`config.mk`:
```
export PLATFORM = sky130hd
export DESIGN_NAME = midi_track_event_parser
export DESIGN_NICKNAME = d
export VERILOG_FILES = /design/src/rtl/core/mtep_pkg.sv /design/src/rtl/core/midi_track_event_parser.sv
export SDC_FILE = /design/constraint.sdc
export NUM_CORES = 1
export LEC_CHECK = 0
export BUFFER_PORTS_ARGS = -buffer_cell sky130_fd_sc_hd__buf_2
export CORE_UTILIZATION = 61
export DETAILED_ROUTE_END_ITERATION = 10
export PLACE_DENSITY = 0.8
export SETUP_SLACK_MARGIN = 0.02
export SYNTH_ARGS = -nofsm -noshare
export SYNTH_HDL_FRONTEND = slang
export SYNTH_SLANG_ARGS = --single-unit
```
`constraint.sdc`:
```
create_clock -name aclk -period 5.3 [get_ports aclk]
set_input_delay 0.265 -clock aclk [delete_from_list [all_inputs] [get_ports aclk]]
set_output_delay 0.265 -clock aclk [all_outputs]
set_load 0.02 [all_outputs]
```
`src/rtl/core/mtep_pkg.sv`:
```
package mtep_pkg;

    localparam int TRACK_COUNT = 16;
    localparam int TRACK_W     = 4;
    localparam int TRACK_SPAN  = 1 << TRACK_W;
    localparam int RUN_DEPTH   = (TRACK_COUNT < TRACK_SPAN) ? TRACK_COUNT : TRACK_SPAN;
    localparam int RUN_AW      = (RUN_DEPTH > 1) ? $clog2(RUN_DEPTH) : 1;

    localparam int DELTA_W   = 32;
    localparam int KIND_W    = 2;
    localparam int NOTE_W    = 8;
    localparam int CHAN_W    = 4;
    localparam int TEMPO_W   = 24;
    localparam int RESULT_W  = DELTA_W + KIND_W + NOTE_W + CHAN_W + TEMPO_W;
    localparam int M_TDATA_W = ((RESULT_W + 7) / 8) * 8;

    localparam int KIND_LSB  = DELTA_W;
    localparam int NOTE_LSB  = KIND_LSB + KIND_W;
    localparam int CHAN_LSB  = NOTE_LSB + NOTE_W;
    localparam int TEMPO_LSB = CHAN_LSB + CHAN_W;

    localparam logic [7:0] META_STATUS = 8'hFF;
    localparam logic [7:0] SYSEX_START = 8'hF0;
    localparam logic [7:0] SYSEX_ESC   = 8'hF7;
    localparam logic [7:0] META_TEMPO  = 8'h51;
    localparam logic [7:0] META_EOT    = 8'h2F;

    localparam logic [3:0] TYPE_NOTE_OFF = 4'h8;
    localparam logic [3:0] TYPE_NOTE_ON  = 4'h9;
    localparam logic [3:0] TYPE_PROGRAM  = 4'hC;
    localparam logic [3:0] TYPE_PRESSURE = 4'hD;

    localparam logic [KIND_W-1:0] KIND_IGNORED  = 2'd0;
    localparam logic [KIND_W-1:0] KIND_NOTE_OFF = 2'd1;
    localparam logic [KIND_W-1:0] KIND_NOTE_ON  = 2'd2;
    localparam logic [KIND_W-1:0] KIND_TEMPO    = 2'd3;

    typedef enum logic [8:0] {
        ST_DELTA     = 9'b000000001,
        ST_STATUS    = 9'b000000010,
        ST_PARAM1    = 9'b000000100,
        ST_PARAM2    = 9'b000001000,
        ST_META_TYPE = 9'b000010000,
        ST_META_LEN  = 9'b000100000,
        ST_TEMPO     = 9'b001000000,
        ST_SYS_LEN   = 9'b010000000,
        ST_SKIP      = 9'b100000000
    } parse_state_t;

    typedef logic [RUN_AW-1:0] track_map_t [TRACK_SPAN];

    function automatic track_map_t build_track_map();
        track_map_t map;
        for (int i = 0; i < TRACK_SPAN; i++) begin
            map[i] = RUN_AW'(i % TRACK_COUNT);
        end
        return map;
    endfunction

    localparam track_map_t TRACK_MAP = build_track_map();

endpackage

```
`src/rtl/core/midi_track_event_parser.sv`:
```
// Parses standard MIDI file track bytes, one byte per request, each tagged with its
// track on s_tuser so that running status is kept per track. A request on the output
// is sent when an event completes: delta time, kind, note, channel and tempo on m_tdata,
// with m_tlast set for the end-of-track meta event. One byte is taken every clock cycle
// when the output is not stalled; a result is registered from the byte that completes
// its event through the input register, the single stage of parse logic and the
// result register. The output register lets a new byte enter while a result waits.
module midi_track_event_parser
    import mtep_pkg::*;
(
    input  logic                 aclk,
    input  logic                 aresetn,
    input  logic                 s_tvalid,
    output logic                 s_tready,
    input  logic [7:0]           s_tdata,   // data_byte
    input  logic [TRACK_W-1:0]   s_tuser,   // track
    output logic                 m_tvalid,
    input  logic                 m_tready,
    output logic [M_TDATA_W-1:0] m_tdata,   // delta_ticks, event_kind, note, channel, tempo
    output logic                 m_tlast    // end_of_track
);

    logic               in_valid_reg;
    logic [7:0]         in_byte_reg;
    logic [TRACK_W-1:0] in_track_reg;

    parse_state_t         stage_reg, stage_next;
    logic [DELTA_W-1:0]   vlq_reg, vlq_next;
    logic [DELTA_W-1:0]   held_delta_reg, held_delta_next;
    logic [DELTA_W-1:0]   skip_reg, skip_next;
    logic [7:0]           meta_kind_reg, meta_kind_next;
    logic [TEMPO_W-1:0]   tempo_acc_reg, tempo_acc_next;
    logic [1:0]           tempo_seen_reg, tempo_seen_next;
    logic [3:0]           cur_status_reg, cur_status_next;
    logic [3:0]           cur_chan_reg, cur_chan_next;
    logic [7:0]           first_param_reg, first_param_next;
    logic [3:0]           run_type_reg [RUN_DEPTH];
    logic [3:0]           run_chan_reg [RUN_DEPTH];

    logic                 m_valid_reg, m_valid_next;
    logic [RESULT_W-1:0]  m_data_reg;
    logic                 m_last_reg;

    logic                 advance;
    logic [RUN_AW-1:0]    run_idx;
    logic                 run_wr;
    logic                 emit;
    logic [KIND_W-1:0]    res_kind;
    logic [NOTE_W-1:0]    res_note;
    logic [CHAN_W-1:0]    res_chan;
    logic [TEMPO_W-1:0]   res_tempo;
    logic                 res_eot;

    assign advance  = in_valid_reg && (!m_valid_reg || m_tready);
    assign s_tready = !in_valid_reg || advance;
    assign run_idx  = TRACK_MAP[in_track_reg];

    assign m_tvalid = m_valid_reg;
    assign m_tdata  = {{(M_TDATA_W - RESULT_W){1'b0}}, m_data_reg};
    assign m_tlast  = m_last_reg;

    always_comb begin
        logic [DELTA_W-1:0] vlq_sum;
        logic               vlq_done;
        logic [3:0]         ch_type;
        logic [7:0]         second;
        logic               ch_emit;
        logic               meta_emit;
        logic [DELTA_W-1:0] skip_dec;

        stage_next       = stage_reg;
        vlq_next         = vlq_reg;
        held_delta_next  = held_delta_reg;
        skip_next        = skip_reg;
        meta_kind_next   = meta_kind_reg;
        tempo_acc_next   = tempo_acc_reg;
        tempo_seen_next  = tempo_seen_reg;
        cur_status_next  = cur_status_reg;
        cur_chan_next    = cur_chan_reg;
        first_param_next = first_param_reg;
        run_wr           = 1'b0;
        ch_emit          = 1'b0;
        meta_emit        = 1'b0;
        second           = 8'd1;

        vlq_sum  = {vlq_reg[DELTA_W-8:0], 7'd0} | {{(DELTA_W - 7){1'b0}}, in_byte_reg[6:0]};
        vlq_done = !in_byte_reg[7];
        skip_dec = (skip_reg != '0) ? skip_reg - DELTA_W'(1) : '0;

        case (stage_reg)
            ST_DELTA: begin
                vlq_next = vlq_sum;
                if (vlq_done) begin
                    held_delta_next = vlq_sum;
                    vlq_next        = '0;
                    stage_next      = ST_STATUS;
                end
            end
            ST_STATUS: begin
                if (in_byte_reg == META_STATUS) begin
                    stage_next = ST_META_TYPE;
                end else if (in_byte_reg == SYSEX_START || in_byte_reg == SYSEX_ESC) begin
                    vlq_next   = '0;
                    stage_next = ST_SYS_LEN;
                end else if (in_byte_reg[7]) begin
                    cur_status_next = in_byte_reg[7:4];
                    cur_chan_next   = in_byte_reg[3:0];
                    run_wr          = 1'b1;
                    stage_next      = ST_PARAM1;
                end else begin
                    cur_status_next  = run_type_reg[run_idx];
                    cur_chan_next    = run_chan_reg[run_idx];
                    first_param_next = in_byte_reg;
                    if (cur_status_next inside {TYPE_PROGRAM, TYPE_PRESSURE}) begin
                        ch_emit = 1'b1;
                    end else begin
                        stage_next = ST_PARAM2;
                    end
                end
            end
            ST_PARAM1: begin
                first_param_next = in_byte_reg;
                if (cur_status_reg inside {TYPE_PROGRAM, TYPE_PRESSURE}) begin
                    ch_emit = 1'b1;
                end else begin
                    stage_next = ST_PARAM2;
                end
            end
            ST_PARAM2: begin
                second  = in_byte_reg;
                ch_emit = 1'b1;
            end
            ST_META_TYPE: begin
                meta_kind_next = in_byte_reg;
                vlq_next       = '0;
                stage_next     = ST_META_LEN;
            end
            ST_META_LEN: begin
                vlq_next = vlq_sum;
                if (vlq_done) begin
                    vlq_next = '0;
                    if (meta_kind_reg == META_TEMPO) begin
                        skip_next       = (vlq_sum > DELTA_W'(3)) ? vlq_sum - DELTA_W'(3) : '0;
                        tempo_acc_next  = '0;
                        tempo_seen_next = '0;
                        stage_next      = ST_TEMPO;
                    end else begin
                        skip_next = vlq_sum;
                        if (vlq_sum == '0) begin
                            meta_emit = 1'b1;
                        end else begin
                            stage_next = ST_SKIP;
                        end
                    end
                end
            end
            ST_TEMPO: begin
                tempo_acc_next  = {tempo_acc_reg[TEMPO_W-9:0], in_byte_reg};
                tempo_seen_next = tempo_seen_reg + 2'd1;
                if (tempo_seen_next == 2'd3) begin
                    tempo_seen_next = '0;
                    if (skip_reg == '0) begin
                        meta_emit = 1'b1;
                    end else begin
                        stage_next = ST_SKIP;
                    end
                end
            end
            ST_SYS_LEN: begin
                vlq_next = vlq_sum;
                if (vlq_done) begin
                    skip_next      = vlq_sum;
                    vlq_next       = '0;
                    meta_kind_next = '0;
                    if (vlq_sum == '0) begin
                        meta_emit = 1'b1;
                    end else begin
                        stage_next = ST_SKIP;
                    end
                end
            end
            ST_SKIP: begin
                skip_next = skip_dec;
                if (skip_dec == '0) begin
                    meta_emit = 1'b1;
                end
            end
            default: begin
                stage_next = ST_DELTA;
            end
        endcase

        res_kind  = KIND_IGNORED;
        res_note  = '0;
        res_chan  = '0;
        res_tempo = '0;
        res_eot   = 1'b0;

        if (ch_emit) begin
            ch_type = cur_status_next;
            if (ch_type == TYPE_NOTE_ON && second == 8'd0) begin
                ch_type = TYPE_NOTE_OFF;
            end
            if (ch_type == TYPE_NOTE_OFF || ch_type == TYPE_NOTE_ON) begin
                res_kind = (ch_type == TYPE_NOTE_ON) ? KIND_NOTE_ON : KIND_NOTE_OFF;
                res_note = first_param_next;
                res_chan = cur_chan_next;
            end
        end else begin
            ch_type = cur_status_next;
        end

        if (meta_emit) begin
            if (meta_kind_next == META_TEMPO) begin
                res_kind  = KIND_TEMPO;
                res_tempo = tempo_acc_next;
            end else begin
                res_eot = (meta_kind_next == META_EOT);
            end
        end

        emit = ch_emit || meta_emit;
        if (emit) begin
            stage_next = ST_DELTA;
        end

        if (advance) begin
            m_valid_next = emit;
        end else if (m_tready) begin
            m_valid_next = 1'b0;
        end else begin
            m_valid_next = m_valid_reg;
        end
    end

    always_ff @(posedge aclk) begin
        if (!aresetn) begin
            in_valid_reg <= 1'b0;
        end else if (s_tready) begin
            in_valid_reg <= s_tvalid;
        end
    end

    always_ff @(posedge aclk) begin
        if (s_tvalid && s_tready) begin
            in_byte_reg  <= s_tdata;
            in_track_reg <= s_tuser;
        end
    end

    always_ff @(posedge aclk) begin
        if (!aresetn) begin
            stage_reg       <= ST_DELTA;
            vlq_reg         <= '0;
            held_delta_reg  <= '0;
            skip_reg        <= '0;
            meta_kind_reg   <= '0;
            tempo_acc_reg   <= '0;
            tempo_seen_reg  <= '0;
            cur_status_reg  <= '0;
            cur_chan_reg    <= '0;
            first_param_reg <= '0;
            for (int i = 0; i < RUN_DEPTH; i++) begin
                run_type_reg[i] <= '0;
                run_chan_reg[i] <= '0;
            end
        end else if (advance) begin
            stage_reg       <= stage_next;
            vlq_reg         <= vlq_next;
            held_delta_reg  <= held_delta_next;
            skip_reg        <= skip_next;
            meta_kind_reg   <= meta_kind_next;
            tempo_acc_reg   <= tempo_acc_next;
            tempo_seen_reg  <= tempo_seen_next;
            cur_status_reg  <= cur_status_next;
            cur_chan_reg    <= cur_chan_next;
            first_param_reg <= first_param_next;
            if (run_wr) begin
                run_type_reg[run_idx] <= cur_status_next;
                run_chan_reg[run_idx] <= cur_chan_next;
            end
        end
    end

    always_ff @(posedge aclk) begin
        if (!aresetn) begin
            m_valid_reg <= 1'b0;
        end else begin
            m_valid_reg <= m_valid_next;
        end
    end

    always_ff @(posedge aclk) begin
        if (advance && emit) begin
            m_data_reg <= {res_tempo, res_chan, res_note, res_kind, held_delta_next};
            m_last_reg <= res_eot;
        end
    end

endmodule

```
==> impl_metrics.py, run 1 <==
metrics = {
    "die": {
        "num_rows": 60,
        "dieArea_sq_um": 28170,
        "die-width_microns": 167.9,
        "die_h_microns": 167.9,
        "io_pins": 91,
        "core_region_area_sq_um": 26950,
        "start_util_pct": 62.26,
    },
    "timing": {
        "fmax_mhz": 238.2,
        "tightest_slew_ns": 0.9736,
        "finClkSkew_ns": 0.02370,
        "maxSlewHeadroom_pct": 35.09,
        "period_minus_slack_ns": 4.198,
        "setup_ws_ns": 1.102,
        "holdWs_ns": 0.1281,
        "setup_violations": 0,
        "final_hold_viol_count": 0,
        "slew_violations": 0,
        "rsz0062_at_grt": "no",
        "tns_ns": 0,
        "finalCritPeriodShare_pct": 79.21,
    },
    "drt": {
        "post-route-drc-count": 0,
        "wl_per_cell_microns": 21.73,
        "routed_wl_mm": 44.96,
        "firstDrtPassIters": 6,
        "vias": 13580,
        "drt_iter0_drc": 1769,
        "viasPerCell": 6.562,
        "ant_nets": 0,
    },
    "clock_tree": {
        "clock_path_buffers": 3,
        "ctsHoldBuffers": 13,
        "cts_sinks": 361,
        "clock_latency_ns": 0.55,
        "ctsHtreeMaxLevel": 2,
        "cts_resized": 0,
        "clkSlewWorstSetupHoldPaths_ns": 0.06,
        "clock-root-buffer": "clkbuf_16",
        "cts_tree": "built",
        "post_cts_buffers": 0,
        "cts_buffers": 38,
    },
    "power_and_ir_drop": {
        "power_frac_comb_pct": 6.0,
        "p_switching_w": 0.001399,
        "p_clk_share_pct": 43.5,
        "p_int_w": 0.004699,
        "power.density_nw_per_um2": 324.0,
        "sequentialPowerShare_pct": 50.6,
        "p_leak_nw": 6.609,
        "ir_drop_mv": 0.2917,
        "switching_share_pct": 22.94,
        "power_w": 0.006098,
    },
    "placement": {
        "portBuffers": 88,
        "place_congestion": 0.9585,
        "dp_hpwl_mm": 29.76,
        "pre_cts_ws_ns": 1.204,
    },
    "critical_path": {
        "cp.buffers_inverters": 2,
        "crit_required_ns": 5.52,
        "cp-end-kind": "flip-flop",
        "cp_slowest_cell": "or4_1",
        "critPathTopFamily": "simple AND/OR/NAND/NOR gates",
        "cp.arrival_ns": 4.42,
        "crit_path_start_kind": "flip-flop",
        "worstPathMaxFanout": 39,
        "worstPathCellList": "or4_1 -> or2_2 -> or3_2 -> xnor2_1 -> nor3b_1 -> nand4_1 -> a211o_1 -> inv_2 -> buf_12",
        "path_class": "reg -> reg",
        "max_stage_delay_ns": 0.73,
    },
    "synthesis": {
        "async_flop_share_pct": 0,
        "syn_area_sq_um": 16780,
        "synth_edf_count": 211,
        "ys_seq_elements": 361,
        "synthCells": 1640,
        "yosysWarnings": 0,
        "synthDistinctLibCells": 83,
        "synth.avg_cell_area_sq_um": 10.23,
        "dominantRegCellSynth": "edfxtp_1",
        "synth_seq_area_share_pct": 55.66,
    },
    "cells_and_area": {
        "syn_to_final_growth_pct": 12.15,
        "largest_reg_flops": 70,
        "fin_util_pct": 69.82,
        "num-nets-final": 1716,
        "final_layout_size_suffix_gt1_share_pct": 16.33,
    },
    "status": {
        "outcome": "finished clean",
    },
    "global_route": {
        "grt_pass1_wl_mm": 70.15,
        "grt_use_total_pct": 31.94,
        "antenna_found_initial": 1,
        "grt_max_degree": 69,
        "overflow": 0,
        "grt_pass1_vias": 12740,
    },
    "flow_run": {
        "drv_cap": 0,
    },
    "worst_hold_path": {
        "hp-class": "in -> reg",
    },
}
## final timing paths
path                                      to  cells after the start  slack [ns]                             from
min                in_valid_reg$_SDFFE_PN0N_                      3        0.13                         m_tready
max             m_data_reg[55]$_SDFFCE_PN0P_                      9        1.10         skip_reg[0]$_SDFFE_PN0P_
min reg2reg  first_param_reg[3]$_SDFFE_PN0P_                      2        0.48  first_param_reg[3]$_SDFFE_PN0P_
max reg2reg     m_data_reg[55]$_SDFFCE_PN0P_                      9        1.10         skip_reg[0]$_SDFFE_PN0P_
## cell type report
type | count | area (sq um)
tap | 341 | 426.7
inverter | 31 | 117.6
multi-input combinational | 1128 | 6822
clock inverter | 16 | 133.9
timing repair buffer | 137 | 853.3
antenna | 1 | 2.502
clock buffer | 54 | 1124
fill | 1906 | 8133
sequential | 361 | 9339
## cells in the mapped netlist, types with 16 or more instances
library cell / count / area share, %
mux2_2: 32 / 2.1
nor4_1: 19 / 0.71
nand3_1: 51 / 1.5
dfxtp_1: 150 / 18
buf_2: 16 / 0.48
nand2_1: 136 / 3.0
edfxtp_1: 211 / 38
o21ai_0: 83 / 2.5
a22oi_1: 42 / 1.9
a21oi_1: 108 / 3.2
mux4_2: 37 / 5.0
nor3_1: 75 / 2.2
nor2_1: 304 / 6.8
inv_1: 30 / 0.67
a22o_1: 26 / 1.4
clkbuf_1: 92 / 2.1
## routing by layer
| metal | global-route usage (%) | vias up | wire length (microns) |
|---|---|---|---|
| li1 | - | 6120 | - |
| met5 | 0 | - | 0 |
| met2 | 51.25 | 809 | 21440 |
| met1 | 43.75 | 6510 | 17600 |
| met4 | 13.96 | 0 | 1656 |
| met3 | 4.466 | 138 | 4261 |
## placed cells by master (no fill, tap or decap), types with 8 or more instances in the layout
master,n
or3_1,13
o21ai_0,82
nor4_1,18
nor3_1,75
buf_2,88
nand4_1,8
mux4_2,37
dfxtp_1,150
xor2_1,12
a22o_1,26
dlygate4sd3_1,13
edfxtp_1,211
a22oi_1,42
or4_1,11
a31oi_1,10
mux2_2,32
nand3_1,51
clkinv_2,8
xnor2_1,8
nand2b_1,11
a21oi_1,107
nor2_1,302
buf_4,35
clkbuf_16,40
nand2_1,135
inv_1,28
## cell families after synthesis
logic type	share of synthesized area [%]
buf+inv	3.848
other cells	0.02235
fa+ha+maj	0.2237
mux	7.532
compound gates	12.63
xor+xnor	1.044
simple gates	19.05
flops	55.66
## worst register-to-register path, cell delays in order, from the launching register on
cell and delay, ns:
dfxtp_1 0.35, or4_1 0.73, or2_2 0.40, or3_2 0.46, xnor2_1 0.14, nor3b_1 0.25
nand4_1 0.25, a211o_1 0.50, inv_2 0.46, buf_12 0.29
## metrics by stage
stage | std cells | cell area (sq um)
floorplan | 1641 | 16780
global placement | 1985 | 17430
detailed placement | 1985 | 17430
CTS | 2068 | 18820
global route | 2068 | 18820
finish | 2069 | 18820
## power by group through the flow
| stage | clock (W) | combinational [W] | sequential (W) |
|---|---|---|---|
| after floorplan | 0 | 0.000275 | 0.00310 |
| after global placement | 0 | 0.000337 | 0.00314 |
| after detailed placement | 0 | 0.000344 | 0.00314 |
| after CTS | 0.00266 | 0.000355 | 0.00308 |
| after global routing | 0.00275 | 0.000383 | 0.00309 |
| final | 0.00265 | 0.000363 | 0.00308 |
(Power assumes the default switching activity.)
==> run 2: changes to the inputs <==
- clock period: 5.3 -> 4.05 ns (I/O delays scaled with it)
==> impl_metrics.py, run 2 (synthesized netlist as in run 1, its figures left out) <==
metrics = {
    "critical_path": {
        "path_class": "reg -> reg",
        "max_stage_delay_ns": 0.64,
        "reg2reg_from": "vlq_reg[3]$_SDFFE_PN0P_",
        "crit_path_start_kind": "flip-flop",
        "cp.arrival_ns": 4.03,
        "crit_required_ns": 4.44,
        "worstPathMaxFanout": 26,
        "cp-end-kind": "flip-flop",
        "cp_slowest_cell": "nor4_1",
        "worstPathCellList": "nor4_1 -> or3b_2 -> nor4_4 -> a21o_1 -> buf_4 -> nor3_1 -> a21oi_1 -> o41ai_1 -> a22oi_1 -> nor2_1",
        "setup.worst_path.start": "vlq_reg[3]$_SDFFE_PN0P_",
    },
    "clock_tree": {
        "clock-root-buffer": "clkbuf_16",
        "clkSlewWorstSetupHoldPaths_ns": 0.06,
        "ctsHtreeMaxLevel": 2,
        "cts_resized": 0,
        "clock_path_buffers": 3,
        "post_cts_buffers": 0,
        "cts_sinks": 361,
        "cts_buffers": 37,
        "clock_latency_ns": 0.54,
        "cts_tree": "built",
    },
    "drt": {
        "ant_nets": 0,
        "drt_iter0_drc": 1673,
        "vias": 13650,
        "viasPerCell": 6.507,
        "post-route-drc-count": 0,
        "wl_per_cell_microns": 21.48,
        "firstDrtPassIters": 5,
        "routed_wl_mm": 45.08,
    },
    "cells_and_area": {
        "syn_to_final_growth_pct": 13.45,
        "final_layout_size_suffix_gt1_share_pct": 17.36,
        "layout_common_cells": "nor2_1, edfxtp_1, dfxtp_1, nand2_1, a21oi_1",
        "final_cell_area_sq_um": 19040,
        "largest_reg_flops": 70,
        "num-nets-final": 1748,
        "antenna_cells": 0,
        "layout_commonest_cell": "nor2_1",
        "stdcell_count": 2098,
    },
    "timing": {
        "final_hold_viol_count": 0,
        "period_minus_slack_ns": 3.637,
        "finClkSkew_ns": 0.02423,
        "rsz0062_at_grt": "no",
        "tightest_slew_ns": 0.9526,
        "fmax_mhz": 274.9,
        "setup_ws_ns": 0.4126,
        "setup_violations": 0,
        "slew_violations": 0,
        "maxSlewHeadroom_pct": 34.85,
        "finalCritPeriodShare_pct": 89.81,
        "tns_ns": 0,
    },
    "die": {
        "die-width_microns": 167.9,
        "die_h_microns": 167.9,
        "io_pins": 91,
        "core_region_area_sq_um": 26950,
        "num_rows": 60,
        "start_util_pct": 62.26,
        "dieArea_sq_um": 28170,
    },
    "global_route": {
        "grt_pass1_wl_mm": 70.04,
        "grt_use_total_pct": 31.74,
        "overflow": 0,
        "antenna_found_initial": 0,
        "grt_pass1_vias": 12830,
        "grt_max_degree": 98,
    },
    "worst_hold_path": {
        "hp-class": "in -> reg",
        "worstHoldStart": "m_tready",
    },
    "power_and_ir_drop": {
        "ir_drop_mv": 0.3934,
        "p_leak_nw": 6.719,
        "power.density_nw_per_um2": 414.6,
    },
    "placement": {
        "place_congestion": 0.9596,
        "pre_cts_ws_ns": 0.4874,
        "dp_cells": 2018,
        "post_dp_cell_area_sq_um": 17720,
        "portBuffers": 88,
        "dp_hpwl_mm": 29.94,
    },
    "status": {
        "outcome": "finished clean",
    },
    "flow_run": {
        "drv_cap": 0,
    },
}
run 2: changes by cell type in the layout (fill, tap and decap cells not counted), moves of 2 or more:
cell       before  now
clkbuf_16      40   38
clkinv_1        5    8
buf_4          35   65
clkbuf_8        7    1
bufinv_16       1    3
clkinv_2        8    5
buf_12          1    4
clkbuf_1        7   11
run 2: worst paths after layout:
| path | endpoint | slack (ns) | depth (start not counted) |
|---|---|---|---|
| worst min-delay path | in_valid_reg$_SDFFE_PN0N_ | 0.01 | 3 |
| worst min register to register | first_param_reg[6]$_SDFFE_PN0P_ | 0.47 | 2 |
| worst max register to register | skip_reg[15]$_SDFFE_PN0P_ | 0.41 | 10 |
| worst max-delay path | skip_reg[15]$_SDFFE_PN0P_ | 0.41 | 10 |
run 2: cell type report:
cell class                      count  area, sq um
Inverter                           31        121.4
Multi-Input combinational cell   1128         6822
Clock inverter                     17        182.7
Timing Repair Buffer              170         1139
Sequential cell                   361         9339
Fill cell                        1899         7915
Clock buffer                       50         1006
Tap cell                          341        426.7
run 2: critical path: cells and delay by family, from the launching register on:
kind	cells	cell delay (ns)
buf+inv	1	0.33
compound gates	4	0.96
simple gates	5	1.79
flops	1	0.43
run 2: metrics by stage:
stage                     util (%)  total power [W]  hold WS [ns]
final                        70.63         0.007893       0.01358
after global placement       65.74         0.004553        0.3790
after CTS                    70.63         0.007883      0.002164
after global routing         70.63         0.008059       0.03518
after detailed placement     65.74         0.004570        0.3806
after floorplan                  -         0.004411        0.3014
run 2: routing by layer:
layer  GRT usage [%]  routed length, microns
met1           43.01                   17920
met3           5.242                    4235
met4           13.68                    1720
met2           50.89                   21200
met5               0                       0
run 2: where the power goes:
| part | internal (W) | switching, W | total [W] |
|---|---|---|---|
| Combinational | 0.000193 | 0.000315 | 0.000509 |
| Clock | 0.00195 | 0.00142 | 0.00337 |
| Sequential | 0.00395 | 0.0000594 | 0.00401 |
| Total | 0.00609 | 0.00180 | 0.00789 |
run 2: what timing repair did:
item | in CTS | in global routing
endpoints found under the hold margin | 13 | 0
endpoints found under the setup margin | 0 | 0
hold buffers | 13 | 0
==> run 3: changes to the inputs <==
- BUFFER_PORTS_ARGS: -buffer_cell sky130_fd_sc_hd__buf_2 -> not set
- CORE_UTILIZATION: 61 -> 64
- DONT_BUFFER_PORTS: not set -> 1
- PLACE_DENSITY: 0.8 -> not set
- PLACE_DENSITY_LB_ADDON: not set -> 0.08
==> impl_metrics.py, run 3 (synthesized netlist as in run 1, its figures left out) <==
metrics = {
    "status": {
        "outcome": "finished clean",
    },
    "flow_run": {
        "drv_cap": 0,
    },
    "die": {
        "core_region_area_sq_um": 25470,
        "io_pins": 91,
        "num_rows": 58,
        "start_util_pct": 65.87,
        "die-width_microns": 163.9,
        "dieArea_sq_um": 26870,
        "die_h_microns": 163.9,
    },
    "critical_path": {
        "path_class": "reg -> reg",
        "crit_required_ns": 4.26,
        "max_stage_delay_ns": 0.61,
        "reg2reg_from": "skip_reg[4]$_SDFFE_PN0P_",
        "cp-end-kind": "flip-flop",
        "critPathTopFamily": "simple AND/OR/NAND/NOR gates",
        "cp_slowest_cell": "or4_1",
        "r2r_setup_slack_ns": 0.27,
        "cp.arrival_ns": 3.99,
        "cp.buffers_inverters": 2,
        "timing.rr.end": "m_data_reg[30]$_DFFE_PP_",
        "worstPathMaxFanout": 39,
        "setup.worst_path.start": "skip_reg[4]$_SDFFE_PN0P_",
        "r2r_cells": 9,
        "worstPathCellList": "or4_1 -> or2_2 -> or3_2 -> xnor2_1 -> nor3b_1 -> nand4_1 -> a211o_1 -> clkinvlp_4 -> buf_12",
        "crit_path_start_kind": "flip-flop",
    },
    "clock_tree": {
        "clock_latency_ns": 0.55,
        "ctsHtreeMaxLevel": 2,
        "cts_tree": "built",
        "clock_path_buffers": 3,
        "clkSlewWorstSetupHoldPaths_ns": 0.06,
        "cts_sinks": 361,
        "cts_resized": 0,
        "clock-root-buffer": "clkbuf_16",
        "cts_buffers": 37,
    },
    "worst_hold_path": {
        "hp-class": "in -> reg",
        "hold_depth": 3,
        "worstHoldStart": "aresetn",
        "hold-path-endpoint": "stage_reg[0]$_SDFFE_PN1P_",
    },
    "drt": {
        "viasPerCell": 6.658,
        "wl_per_cell_microns": 22.46,
        "firstDrtPassIters": 5,
        "post-route-drc-count": 0,
        "drt_iter0_drc": 1929,
        "vias": 13400,
        "routed_wl_mm": 45.21,
        "ant_nets": 0,
    },
    "power_and_ir_drop": {
        "ir_drop_mv": 0.4319,
        "power.density_nw_per_um2": 419.7,
        "p_leak_nw": 6.496,
    },
    "cells_and_area": {
        "syn_to_final_growth_pct": 11.25,
        "final_layout_size_suffix_gt1_share_pct": 13.86,
        "stdcell_count": 2013,
        "layout_common_cells": "nor2_1, edfxtp_1, dfxtp_1, nand2_1, a21oi_1",
        "largest_reg_flops": 70,
        "num-nets-final": 1671,
        "layout_commonest_cell": "nor2_1",
    },
    "timing": {
        "rsz0062_at_grt": "no",
        "period_minus_slack_ns": 3.781,
        "tightest_slew_ns": 0.8416,
        "finClkSkew_ns": 0.03147,
        "final_hold_viol_count": 0,
        "maxSlewHeadroom_pct": 43.89,
        "slew_violations": 0,
        "finalCritPeriodShare_pct": 93.35,
        "tns_ns": 0,
        "setup_violations": 0,
        "fmax_mhz": 264.5,
    },
    "placement": {
        "dp_cells": 1928,
        "portBuffers": 0,
        "dp_hpwl_mm": 29.95,
        "place_congestion": 0.9675,
    },
    "global_route": {
        "grt_pass1_wl_mm": 70.39,
        "antenna_found_initial": 2,
        "grt_use_total_pct": 34.39,
        "grt_pass1_vias": 12600,
        "overflow": 0,
        "grt_max_degree": 47,
    },
}
-- run 3: cell types whose count changed in the layout (fill, tap and decap cells not counted), moves of 2 or more --
cell | previous run | this run
buf_4 | 65 | 75
diode_2 | 0 | 2
buf_2 | 88 | 0
clkinv_2 | 5 | 11
clkbuf_1 | 11 | 5
clkinv_8 | 0 | 2
-- run 3: worst register-to-register path: stages (launching register included) --
cell and delay (ns):
dfxtp_1 0.40, or4_1 0.61, or2_2 0.37, or3_2 0.47, xnor2_1 0.15, nor3b_1 0.26
nand4_1 0.23, a211o_1 0.51, clkinvlp_4 0.19, buf_12 0.25
-- run 3: final cells by class --
cell class              count  area [sq um]
well taps                 330         412.9
inverters                  31         121.4
flip-flops and latches    361          9339
clock inverters            24         211.5
multi-input cells        1128          6827
clock buffers              44         965.9
fillers                  1781          6807
repair buffers             93         783.3
diodes                      2         5.005
-- run 3: what timing repair did --
action | CTS | global route
setup endpoints to repair | 0 | 0
buffers inserted | 0 | 0
hold buffers | 15 | 0
hold endpoints to repair | 33 | 0
-- run 3: worst max-delay path by stage --
stage,slack [ns],cells after the start,to
2_1_floorplan,0.26,9,m_data_reg[0]$_DFFE_PP_
3_3_place_gp,0.34,9,m_data_reg[20]$_DFFE_PP_
3_5_place_dp,0.30,9,m_data_reg[18]$_DFFE_PP_
4_1_cts,0.31,9,m_data_reg[30]$_DFFE_PP_
5_1_grt,0.12,9,m_data_reg[30]$_DFFE_PP_
6_report,0.27,9,m_data_reg[30]$_DFFE_PP_
-- run 3: where the power goes --
part / leakage [nW] / switching (W) / total (W) / internal (W)
logic: 2.69 / 0.000309 / 0.000503 / 0.000195
clock network: 0.583 / 0.00146 / 0.00332 / 0.00186
registers: 3.22 / 0.0000625 / 0.00401 / 0.00395
-- run 3: stage by stage --
step | hold slack [ns] | utilization [%] | instance area, sq um | total power, W | setup slack (ns)
after global placement | 0.3014 | 68.01 | 17320 | 0.004546 | 0.3443
after detailed placement | 0.3014 | 68.01 | 17320 | 0.004561 | 0.2982
after global routing | 0.02247 | 73.27 | 18660 | 0.008016 | 0.1240
final | 0.02074 | 73.28 | 18670 | 0.007834 | 0.2692
after floorplan | 0.3014 | - | 16790 | 0.004411 | 0.2590
after CTS | 0.009653 | 73.26 | 18660 | 0.007826 | 0.3076
-- run 3: metal layers --
layer | wire length [microns] | GRT usage [%]
met5 | 0 | 0
met2 | 20660 | 52.41
met4 | 1434 | 12.21
met3 | 4731 | 6.086
met1 | 18380 | 49.62
